===== config.mk =====
export PLATFORM = sky130hd
export DESIGN_NAME = xorshift64_range_rng_unit
export DESIGN_NICKNAME = d
export VERILOG_FILES = /design/src/xrr_pkg.sv /design/src/xrr_ctrl.sv /design/src/xrr_datapath.sv /design/src/xorshift64_range_rng_unit.sv
export SDC_FILE = /design/constraint.sdc
export NUM_CORES = 1
export LEC_CHECK = 0
export BUFFER_PORTS_ARGS = -buffer_cell sky130_fd_sc_hd__buf_2
export CAP_MARGIN = 40
export CELL_PAD_IN_SITES_DETAIL_PLACEMENT = 0
export CELL_PAD_IN_SITES_GLOBAL_PLACEMENT = 1
export CORE_UTILIZATION = 33
export DETAILED_ROUTE_END_ITERATION = 8
export PLACE_DENSITY_LB_ADDON = 0.08
export SETUP_SLACK_MARGIN = 0.05
export SKIP_LAST_GASP = 1
export SYNTH_ARGS = -nofsm -noshare
export SYNTH_HDL_FRONTEND = slang
export SYNTH_SLANG_ARGS = --single-unit

===== constraint.sdc =====
create_clock -name clock -period 3.15 [get_ports clock]
set_input_delay 0.1575 -clock clock [delete_from_list [all_inputs] [get_ports clock]]
set_output_delay 0.1575 -clock clock [all_outputs]
set_load 0.02 [all_outputs]

===== src/xrr_pkg.sv =====
// Shared types, constants and the xorshift step for the range random number generator.
package xrr_pkg;

   localparam int unsigned StateWidth = 64;
   localparam int unsigned ValueWidth = 32;
   localparam int unsigned SpanWidth  = ValueWidth + 1;
   localparam int unsigned StepCount  = StateWidth;
   localparam int unsigned CountWidth = $clog2(StepCount);

   localparam int unsigned ShiftA = 13;
   localparam int unsigned ShiftB = 7;
   localparam int unsigned ShiftC = 17;

   localparam logic [StateWidth-1:0] StateOne = StateWidth'(1);

   typedef enum logic [1:0] {
      CTRL_IDLE,
      CTRL_DIVIDE,
      CTRL_EMIT
   } ctrl_state_type;

   typedef struct packed {
      logic load;
      logic step;
      logic emit;
   } dp_cmd_type;

   typedef struct packed {
      logic trivial;
      logic last_step;
   } dp_status_type;

   function automatic logic [StateWidth-1:0] xorshift_next(input logic [StateWidth-1:0] x);
      logic [StateWidth-1:0] a;
      logic [StateWidth-1:0] b;
      logic [StateWidth-1:0] c;
      a = x ^ (x << ShiftA);
      b = a ^ (a >> ShiftB);
      c = b ^ (b << ShiftC);
      return c;
   endfunction

endpackage


===== src/xrr_ctrl.sv =====
// Controller state machine sequencing request accept, remainder steps and result transfer.
module xrr_ctrl (
   input  logic                   clock,
   input  logic                   reset,
   input  logic                   req_tvalid,
   output logic                   req_tready,
   output logic                   rsp_tvalid,
   input  logic                   rsp_tready,
   input  xrr_pkg::dp_status_type status,
   output xrr_pkg::dp_cmd_type    cmd
);

   xrr_pkg::ctrl_state_type state_ff;
   xrr_pkg::ctrl_state_type state_in;
   logic                    out_valid_ff;
   logic                    out_valid_in;

   always_ff @(posedge clock) begin
      if (reset) begin
         state_ff     <= xrr_pkg::CTRL_IDLE;
         out_valid_ff <= 1'b0;
      end else begin
         state_ff     <= state_in;
         out_valid_ff <= out_valid_in;
      end
   end

   always_comb begin
      state_in   = state_ff;
      cmd        = '0;
      req_tready = 1'b0;
      case (state_ff)
         xrr_pkg::CTRL_IDLE: begin
            req_tready = 1'b1;
            if (req_tvalid) begin
               cmd.load = 1'b1;
               state_in = status.trivial ? xrr_pkg::CTRL_EMIT : xrr_pkg::CTRL_DIVIDE;
            end
         end
         xrr_pkg::CTRL_DIVIDE: begin
            cmd.step = 1'b1;
            if (status.last_step) begin
               state_in = xrr_pkg::CTRL_EMIT;
            end
         end
         xrr_pkg::CTRL_EMIT: begin
            // load the output register once it is empty or being drained
            if (!out_valid_ff || rsp_tready) begin
               cmd.emit = 1'b1;
               state_in = xrr_pkg::CTRL_IDLE;
            end
         end
         default: begin
            state_in = xrr_pkg::CTRL_IDLE;
         end
      endcase
   end

   always_comb begin
      if (cmd.emit) begin
         out_valid_in = 1'b1;
      end else if (rsp_tready) begin
         out_valid_in = 1'b0;
      end else begin
         out_valid_in = out_valid_ff;
      end
   end

   assign rsp_tvalid = out_valid_ff;

endmodule


===== src/xrr_datapath.sv =====
// Datapath: generator state, bit-serial remainder unit and output data register.
module xrr_datapath (
   input  logic                                clock,
   input  logic                                reset,
   input  logic                                csr_write,
   input  logic [xrr_pkg::StateWidth-1:0]      csr_seed,
   input  logic [xrr_pkg::ValueWidth-1:0]      range_low,
   input  logic [xrr_pkg::ValueWidth-1:0]      range_high,
   input  xrr_pkg::dp_cmd_type                 cmd,
   output xrr_pkg::dp_status_type              status,
   output logic [xrr_pkg::ValueWidth-1:0]      random_value
);

   logic [xrr_pkg::StateWidth-1:0] state_ff;
   logic [xrr_pkg::StateWidth-1:0] state_in;
   logic [xrr_pkg::StateWidth-1:0] next_state;
   logic [xrr_pkg::StateWidth-1:0] dividend_ff;
   logic [xrr_pkg::StateWidth-1:0] dividend_in;
   logic [xrr_pkg::SpanWidth-1:0]  rem_ff;
   logic [xrr_pkg::SpanWidth-1:0]  rem_in;
   logic [xrr_pkg::SpanWidth-1:0]  span_ff;
   logic [xrr_pkg::SpanWidth-1:0]  span_in;
   logic [xrr_pkg::ValueWidth-1:0] low_ff;
   logic [xrr_pkg::ValueWidth-1:0] low_in;
   logic [xrr_pkg::CountWidth-1:0] cnt_ff;
   logic [xrr_pkg::CountWidth-1:0] cnt_in;
   logic [xrr_pkg::ValueWidth-1:0] out_data_ff;
   logic [xrr_pkg::ValueWidth-1:0] out_data_in;
   logic [xrr_pkg::SpanWidth:0]    trial;
   logic [xrr_pkg::SpanWidth:0]    diff;
   logic                           trivial;

   assign trivial    = (range_high <= range_low);
   assign next_state = xrr_pkg::xorshift_next(state_ff);
   assign trial      = {rem_ff, dividend_ff[xrr_pkg::StateWidth-1]};
   assign diff       = trial - {1'b0, span_ff};

   always_ff @(posedge clock) begin
      if (reset) begin
         state_ff <= xrr_pkg::StateOne;
         cnt_ff   <= '0;
      end else begin
         state_ff <= state_in;
         cnt_ff   <= cnt_in;
      end
   end

   always_ff @(posedge clock) begin
      dividend_ff <= dividend_in;
      rem_ff      <= rem_in;
      span_ff     <= span_in;
      low_ff      <= low_in;
      out_data_ff <= out_data_in;
   end

   always_comb begin
      state_in    = state_ff;
      dividend_in = dividend_ff;
      rem_in      = rem_ff;
      span_in     = span_ff;
      low_in      = low_ff;
      cnt_in      = cnt_ff;
      out_data_in = out_data_ff;
      if (csr_write) begin
         state_in = (csr_seed == '0) ? xrr_pkg::StateOne : csr_seed;
      end else if (cmd.load && !trivial) begin
         state_in = next_state;
      end
      if (cmd.load) begin
         // full range gives a span of 2^32, which the extra span bit holds
         dividend_in = next_state;
         rem_in      = '0;
         span_in     = {1'b0, range_high} - {1'b0, range_low} + xrr_pkg::SpanWidth'(1);
         low_in      = range_low;
         cnt_in      = '0;
      end
      if (cmd.step) begin
         dividend_in = {dividend_ff[xrr_pkg::StateWidth-2:0], 1'b0};
         rem_in      = diff[xrr_pkg::SpanWidth] ? trial[xrr_pkg::SpanWidth-1:0]
                                                : diff[xrr_pkg::SpanWidth-1:0];
         cnt_in      = cnt_ff + xrr_pkg::CountWidth'(1);
      end
      if (cmd.emit) begin
         out_data_in = low_ff + rem_ff[xrr_pkg::ValueWidth-1:0];
      end
   end

   assign status.trivial   = trivial;
   assign status.last_step = (cnt_ff == xrr_pkg::CountWidth'(xrr_pkg::StepCount - 1));
   assign random_value     = out_data_ff;

endmodule


===== src/xorshift64_range_rng_unit.sv =====
// A request whose range needs a draw passes through the DIVIDE state and then EMIT before its result is valid;
// when range_high <= range_low there is no draw, DIVIDE is skipped and the result is range_low.
// One request at a time is in work, held by the 64-step bit-serial remainder unit;
// the next request is taken while the previous result waits in the output register.
// Reset (synchronous, active high) loads the generator state with one and empties the output.
// Top level of the xorshift range random number generator.
module xorshift64_range_rng_unit (
   input  logic        clock,
   input  logic        reset,
   input  logic        req_tvalid,
   output logic        req_tready,
   input  logic [63:0] req_tdata,   // [31:0] range_low, [63:32] range_high
   output logic        rsp_tvalid,
   input  logic        rsp_tready,
   output logic [31:0] rsp_tdata,   // [31:0] random_value
   input  logic        csr_valid,
   output logic        csr_ready,
   input  logic [63:0] csr_data     // [63:0] seed
);

   xrr_pkg::dp_cmd_type    cmd;
   xrr_pkg::dp_status_type status;

   assign csr_ready = 1'b1;

   xrr_ctrl u_ctrl (
      .clock      (clock),
      .reset      (reset),
      .req_tvalid (req_tvalid),
      .req_tready (req_tready),
      .rsp_tvalid (rsp_tvalid),
      .rsp_tready (rsp_tready),
      .status     (status),
      .cmd        (cmd)
   );

   xrr_datapath u_datapath (
      .clock        (clock),
      .reset        (reset),
      .csr_write    (csr_valid && csr_ready),
      .csr_seed     (csr_data),
      .range_low    (req_tdata[31:0]),
      .range_high   (req_tdata[63:32]),
      .cmd          (cmd),
      .status       (status),
      .random_value (rsp_tdata)
   );

endmodule


# == After elaboration in Yosys (flattened, before gate mapping) ==
# Index checks and enable logic that the tools add are counted.
# op_classes
add_sub_neg,5
order_cmp,1
bitwise_logic,3
reduce_logical,10
n_eq_ne,6
mux,23
# ops
operator,n
two-way mux 64 bit,5
XOR 64 bit,2
two-way mux 33 bit,3
logical NOT 64 bit,1
XOR 64 x 57 -> 64 bit,1
subtractor 34 x 33 -> 34 bit,1
"adder 33 x 1 -> 33 bit, second input constant",1
subtractor 32 x 32 -> 33 bit,1
adder 32 bit,1
<= comparator 32 bit,1
two-way mux 6 bit,2
two-way mux 1 bit,8
two-way mux 2 bit,4
"adder 6 x 1 -> 6 bit, second input constant",1
"== test 6 bit, second input constant",1
case mux 2 bit (3 select lines),1
nonzero test 2 bit,3
"inequality test 2 bit, second input constant",2
AND reduction 3 bit,1
"== test 2 x 1 -> 1 bit, second input constant",1
"== test 2 bit, second input constant",1
logical NOT 1 bit,2
logical NOT 2 bit,1
"inequality test 2 x 1 -> 1 bit, second input constant",1
other kinds (2),2
# word_totals
ff_bits,267
wordCells,58
input_bits,133
out_inout_bits,35

# == Logic depth before layout (Yosys ltp) ==
# logic_depth
depth_word,5
mapped_depth,15
mapped_depth_nobuf,15

# == By module ==
# Synthesis repeated with hierarchy kept, for this count alone.
# hier_totals
hier_cells,1822
area_unflattened_um2,17400.4
# modules_own_cells
module,seq_area_each_um2,area_per_inst_um2,instances,cells_per_inst
xrr_datapath,7216.9,17216.5,1,1802
xrr_ctrl,60.1,172.7,1,18
xorshift64_range_rng_unit,0.0,11.3,1,2

# == Least setup slack after synthesis ==
# OpenSTA, ideal clock, no wires.
# synth_path
path_kind,register to register
from,reg u_ctrl.state_ff[1]
to,reg u_datapath.cnt_ff[2] in the netlist's numbering
t_arrival_ps,3640
path_stages_with_launch,9
setup_ps,128
t_required_ps,3022
n_path_buf,0
period_less_slack_ps,3768
path_slack_ps,-618
cell_sequence,dfxtp_1 > nor2_1 > nand2_1 > clkinv_1 > nor2_1 > inv_1 > o21ai_0 > a21oi_1 > nor2_1
# synth_via
elab_chain_cells,3
word_cells_on_any_way,6
cone_classes,eq/ne (1); mux (3); reduce/logical (2)
# synth_lines
item,line_no,rtl
from (decl),xrr_ctrl.sv:13,xrr_pkg::ctrl_state_type state_ff;
from (signal assigned),xrr_ctrl.sv:20,state_ff <= xrr_pkg::CTRL_IDLE;
from (signal assigned),xrr_ctrl.sv:23,state_ff <= state_in;
== test 2 x 1 -> 1 bit or logical NOT 2 bit (tied branches),xrr_ctrl.sv:32,case (state_ff)
two-way mux 1 bit,xrr_ctrl.sv:32,
two-way mux 6 bit or nonzero test 2 bit (tied branches),-,
to (signal assigned),xrr_datapath.sv:44,cnt_ff <= cnt_in;
to (decl),xrr_datapath.sv:25,logic [xrr_pkg::CountWidth-1:0] cnt_ff;
# Parallel ways exist; a longest one is shown, timed or not.
# A chain may end at the register's enable or synchronous reset.

# == Final worst setup path ==
# layout_path
from,reg u_datapath.rem_ff[0] in the netlist's numbering
to,"reg u_datapath.out_data_ff, in the netlist u_datapath.random_value[28], data pin"
# layout_via
elab_chain_cells,1
# layout_lines
item,line_no,rtl
from (decl),xrr_datapath.sv:19,logic [xrr_pkg::SpanWidth-1:0] rem_ff;
from (signal assigned),xrr_datapath.sv:50,rem_ff <= rem_in;
adder 32 bit,xrr_datapath.sv:84,out_data_in = low_ff + rem_ff[xrr_pkg::ValueWidth-1:0];
to (signal assigned),xrr_datapath.sv:53,out_data_ff <= out_data_in;
to (decl),xrr_datapath.sv:27,logic [xrr_pkg::ValueWidth-1:0] out_data_ff;
# No other way between the ends.

==> results summary <==
The run finished, with violations left. The checks that failed: setup timing. The worst pin sits at a relative slew slack of between 40% and 50%. The number of placed I/O pins is 168.

The maximum number of pins on one net before global-route repair came out at 70. The area enclosed by the die boundary is 54300 um2. The total grt overflow is 0. The number of standard cells in the final layout excluding fillers came out at 2950. The overall track demand over capacity in global routing is 20.3%. The via count of the first global-routing pass came out at 14700. The horizontal extent of the die is between 200 and 250 um. The routed design could run at a clock period as short as 3.36 ns. The number of nets at the end of the flow came out at 2512.

The number of gates on the worst path with buffers counted is 17. The initial antenna violation count came to 2. The share of layout cells above drive strength 1 is 21.1%.

After detailed routing, the total wire length is 54900 um. Counting every sink on the clock net gives between 200 and 300. The detailed router placed around 15000 vias in this run. The number of warnings reported in the yosys synthesis log came out at 0. Setup repair after global routing could not meet its margin everywhere.

The average instance area after synthesis came out at 9.70 um2. The proportion of synthesized flip-flops having asynchronous set or reset is 0%. The final number of max-transition violations is 0. The final weighted congestion of routability-driven global placement came out at roughly 0.86.

In this run the register-to-register setup slack is -0.21 ns. The total leakage power is 9.84 nW. The data arrival time of the worst path is 3.64 ns. The startpoint identified for the worst register-to-register timing path is u_datapath.rem_ff[0].

The count of buffer and inverter cells on the critical path came out at 4. The slew at the pin closest to its max-slew limit is 0.820 ns. In this run the worst hold path is classified as primary input to flop.

The cell at the root of the clock tree is sky130_fd_sc_hd__clkbuf_16. Counting stages on the worst path, the most repeated cell is sky130_fd_sc_hd__buf_4. Counting every net in the synthesized netlist gives 2097. After layout, the worst path uses 107% of the clock period. After layout, the worst setup slack is -0.208 ns.

The total DRC errors in the routed layout is 0. Among all flip-flop cells after synthesis, the most frequent one is sky130_fd_sc_hd__edfxtp_1. Setup violations remaining at the end of the flow were counted as 35.

The worst setup path startpoint is u_datapath.rem_ff[0]. The area growth from synthesis to layout is 30.7%. The cell area power density came out at 656 nW/um2. After layout, the design draws a total of ~15 mW. For this design, the slowest cell found on the critical path is sky130_fd_sc_hd__edfxtp_1. The maximum number of buffers from clock root to sink is 3. The type of the worst setup path is flop to flop. The clock latency at the later pin of the worst-skew pair is 0.55 ns.

After synthesis the netlist holds a flip-flop and latch count of between 200 and 300. On the critical path the largest part of the delay comes from compound AO/OA/AOI/OAI gates. The H-tree depth is 2. The share of the synthesized area in the top cell type came out at 32.9%.

In the layout the commonest cells are sky130_fd_sc_hd__nor2_1, sky130_fd_sc_hd__edfxtp_1, sky130_fd_sc_hd__xnor2_1. The number of routed nets with antenna violations is 0. The area of the core is 52700 um2. Ranked by total cell area, the synthesized netlist is headed by sky130_fd_sc_hd__edfxtp_1, sky130_fd_sc_hd__ha_1, sky130_fd_sc_hd__dfxtp_1. Detailed placement ended at an HPWL of approximately 40000 um. After detailed placement, the design holds a cell count of 2750. The clock skew after layout came out at 0.0231 ns.

The final-layout setup total negative slack is -2.73 ns. The number of failing hold endpoints at the final stage was 0. Counting every instance in the synthesized netlist gives 1816. The worst voltage drop across the vdd grid came out at 0.000325 V. In this design, the stage delay of the slowest critical-path cell is 0.41 ns. The worst setup path is captured at a flop.

The maximum clock frequency is 0.298 GHz. Port buffering added between 150 and 200 buffers. The overall die height is between 200 and 250 um. The critical path goes through buf_4 -> buf_6 -> ha_4 -> inv_2 -> fa_2 -> nor2b_2 -> o21ai_2 -> a21boi_2 -> o211ai_1 -> buf_4 -> a2111oi_4 -> o2111ai_2 -> a31oi_4 -> a221oi_4 -> o21bai_1 -> a21o_1 -> xor2_1. In this run the critical register-to-register path is captured at u_datapath.random_value[28]. The final worst hold slack came out at 0.0958 ns. Leaving out fill and tap cells, the most frequent cell in the layout is sky130_fd_sc_hd__nor2_1. The number of rows created at floorplan came out at 84. After detailed routing, the average wire length per cell comes to 18.6 um. The effective utilization at floorplan is 33.5%.

Sequential elements use 41.3% of the synthesized area. The TritonCTS clock tree is yes. sky130_fd_sc_hd__edfxtp_1 takes more of the synthesized area than any other cell. The number of different library cells used by synthesis comes to 75. The maximum fanout encountered on the critical timing path came out at 3. Max-cap violations in this run came to 0. The last element of the critical path is u_datapath.random_value[28].

The per-cell via count in the routed design is 4.94. The kind of start point of the critical path is a flop. In this run the cell area of the synthesized design comes to 17600 um2.

The number of enable flip-flop cells after synthesis is 193. The CTS buffer count is 37. Clock-pin slew was measured on the worst setup and hold paths at approximately 0.06 ns.

The number of detailed-route iterations in the first pass came out at 5. The data required time at the worst endpoint is 3.43 ns. The number of cell instances on the worst register-to-register path is 17. The global-route wire length before repair came out at 83900 um. The number of violations reported at the end of detailed-routing iteration 0 came out at 641.
## layout make-up
| type | count | area [um2] |
|---|---|---|
| diodes | 2 | 5.00 |
| clock buffers | 49 | 1020 |
| clock inverters | 19 | 93.8 |
| fillers | 5200 | 29600 |
| inverters | 119 | 453 |
| multi-input cells | 1364 | 9940 |
| flip-flops and latches | 267 | 7280 |
| well taps | 688 | 861 |
| repair buffers | 442 | 3380 |
## timing repair
item / CTS / global route
endpoints found under the hold margin: 98 / 0
hold buffers: 98 / 0
pin swaps: 20 / 49
endpoints found under the setup margin: 41 / 54
resized for setup: 25 / 49
gates cloned: 2 / 1
setup buffers: 19 / 11
## layer usage
| metal | vias to the layer above | track usage (%) | share of wire (%) | routed length [um] |
|---|---|---|---|---|
| met3 | 94 | 3.11 | 3.9 | 2130 |
| met5 | - | 0 | 0.024 | 13 |
| met1 | 6894 | 25.8 | 44 | 24200 |
| met2 | 317 | 35.2 | 49 | 27000 |
| met4 | 2 | 5.92 | 2.7 | 1500 |
| li1 | 7279 | - | - | - |
## power breakdown
part	switching, mW	internal, mW	total [mW]
clock network	1.66	2.28	3.94
registers	0.330	4.57	4.90
logic	3.41	2.85	6.27
## cell usage after synthesis, drive strengths merged (17+ instances only)
library cell,count
nor3,74
inv,118
nand4,19
a22o,50
dfxtp,74
a21oi,169
mux2i,29
nor4,19
nor2,242
xnor2,168
xor2,80
o21bai,20
ha,130
a31oi,17
nand2,72
buf,18
clkbuf,48
o21ai,58
nand3,26
fa,18
nor2b,17
a21o,47
edfxtp,193
## worst min-delay path by stage
stage | startpoint | endpoint | cells after the start
6_report | req_tdata[32] | u_datapath.span_ff[1] | 3
5_1_grt | req_tdata[32] | u_datapath.span_ff[1] | 3
4_1_cts | req_tdata[32] | u_datapath.span_ff[1] | 3
3_5_place_dp | req_tdata[31] | u_datapath.low_ff[31] | 1
3_3_place_gp | req_tdata[31] | u_datapath.low_ff[31] | 1
2_1_floorplan | req_tdata[0] | u_datapath.low_ff[0] | 0
## state kept, by name (all words and copies together) (netlist names)
name and cells:
u_datapath.state_ff 64, u_datapath.cnt_ff 6, u_datapath.low_ff 32, u_ctrl.rsp_tvalid 1
u_datapath.dividend_ff 64, u_datapath.rem_ff 33, u_ctrl.state_ff 2, u_datapath.random_value 32
u_datapath.span_ff 33
## through the flow
stage | util, % | cell area [um2] | setup WS, ns
after global placement | 38.5 | 20300 | -0.362
after CTS | 43.1 | 22700 | -0.231
after detailed placement | 38.5 | 20300 | -0.358
final | 43.7 | 23000 | -0.208
after floorplan | - | 17600 | 0.0899
after global routing | 43.7 | 23000 | -0.362
## worst register-to-register path: cells and delay by family (launching register included)
family                     cells  cell delay (ns)
AOI/OAI and AO/OA              9             1.66
xor gates and xnor gates       1             0.14
adders and majority gates      2             0.37
buffers and inverters          4             0.47
DFF                            1             0.41
and+or+nand+nor                1             0.05
## cells by family (layout without fill, tap and decap cells)
group	after synthesis	in the layout	share of synthesized area (%)
simple gates	510	510	13.2
compound gates	427	427	16.0
flops	267	267	41.3
xor+xnor	248	248	12.3
buf+inv	185	629	4.18
fa+ha+maj	148	148	11.3
mux	30	30	1.71
other cells	1	3	0.0213
(Power assumes the default switching activity.)
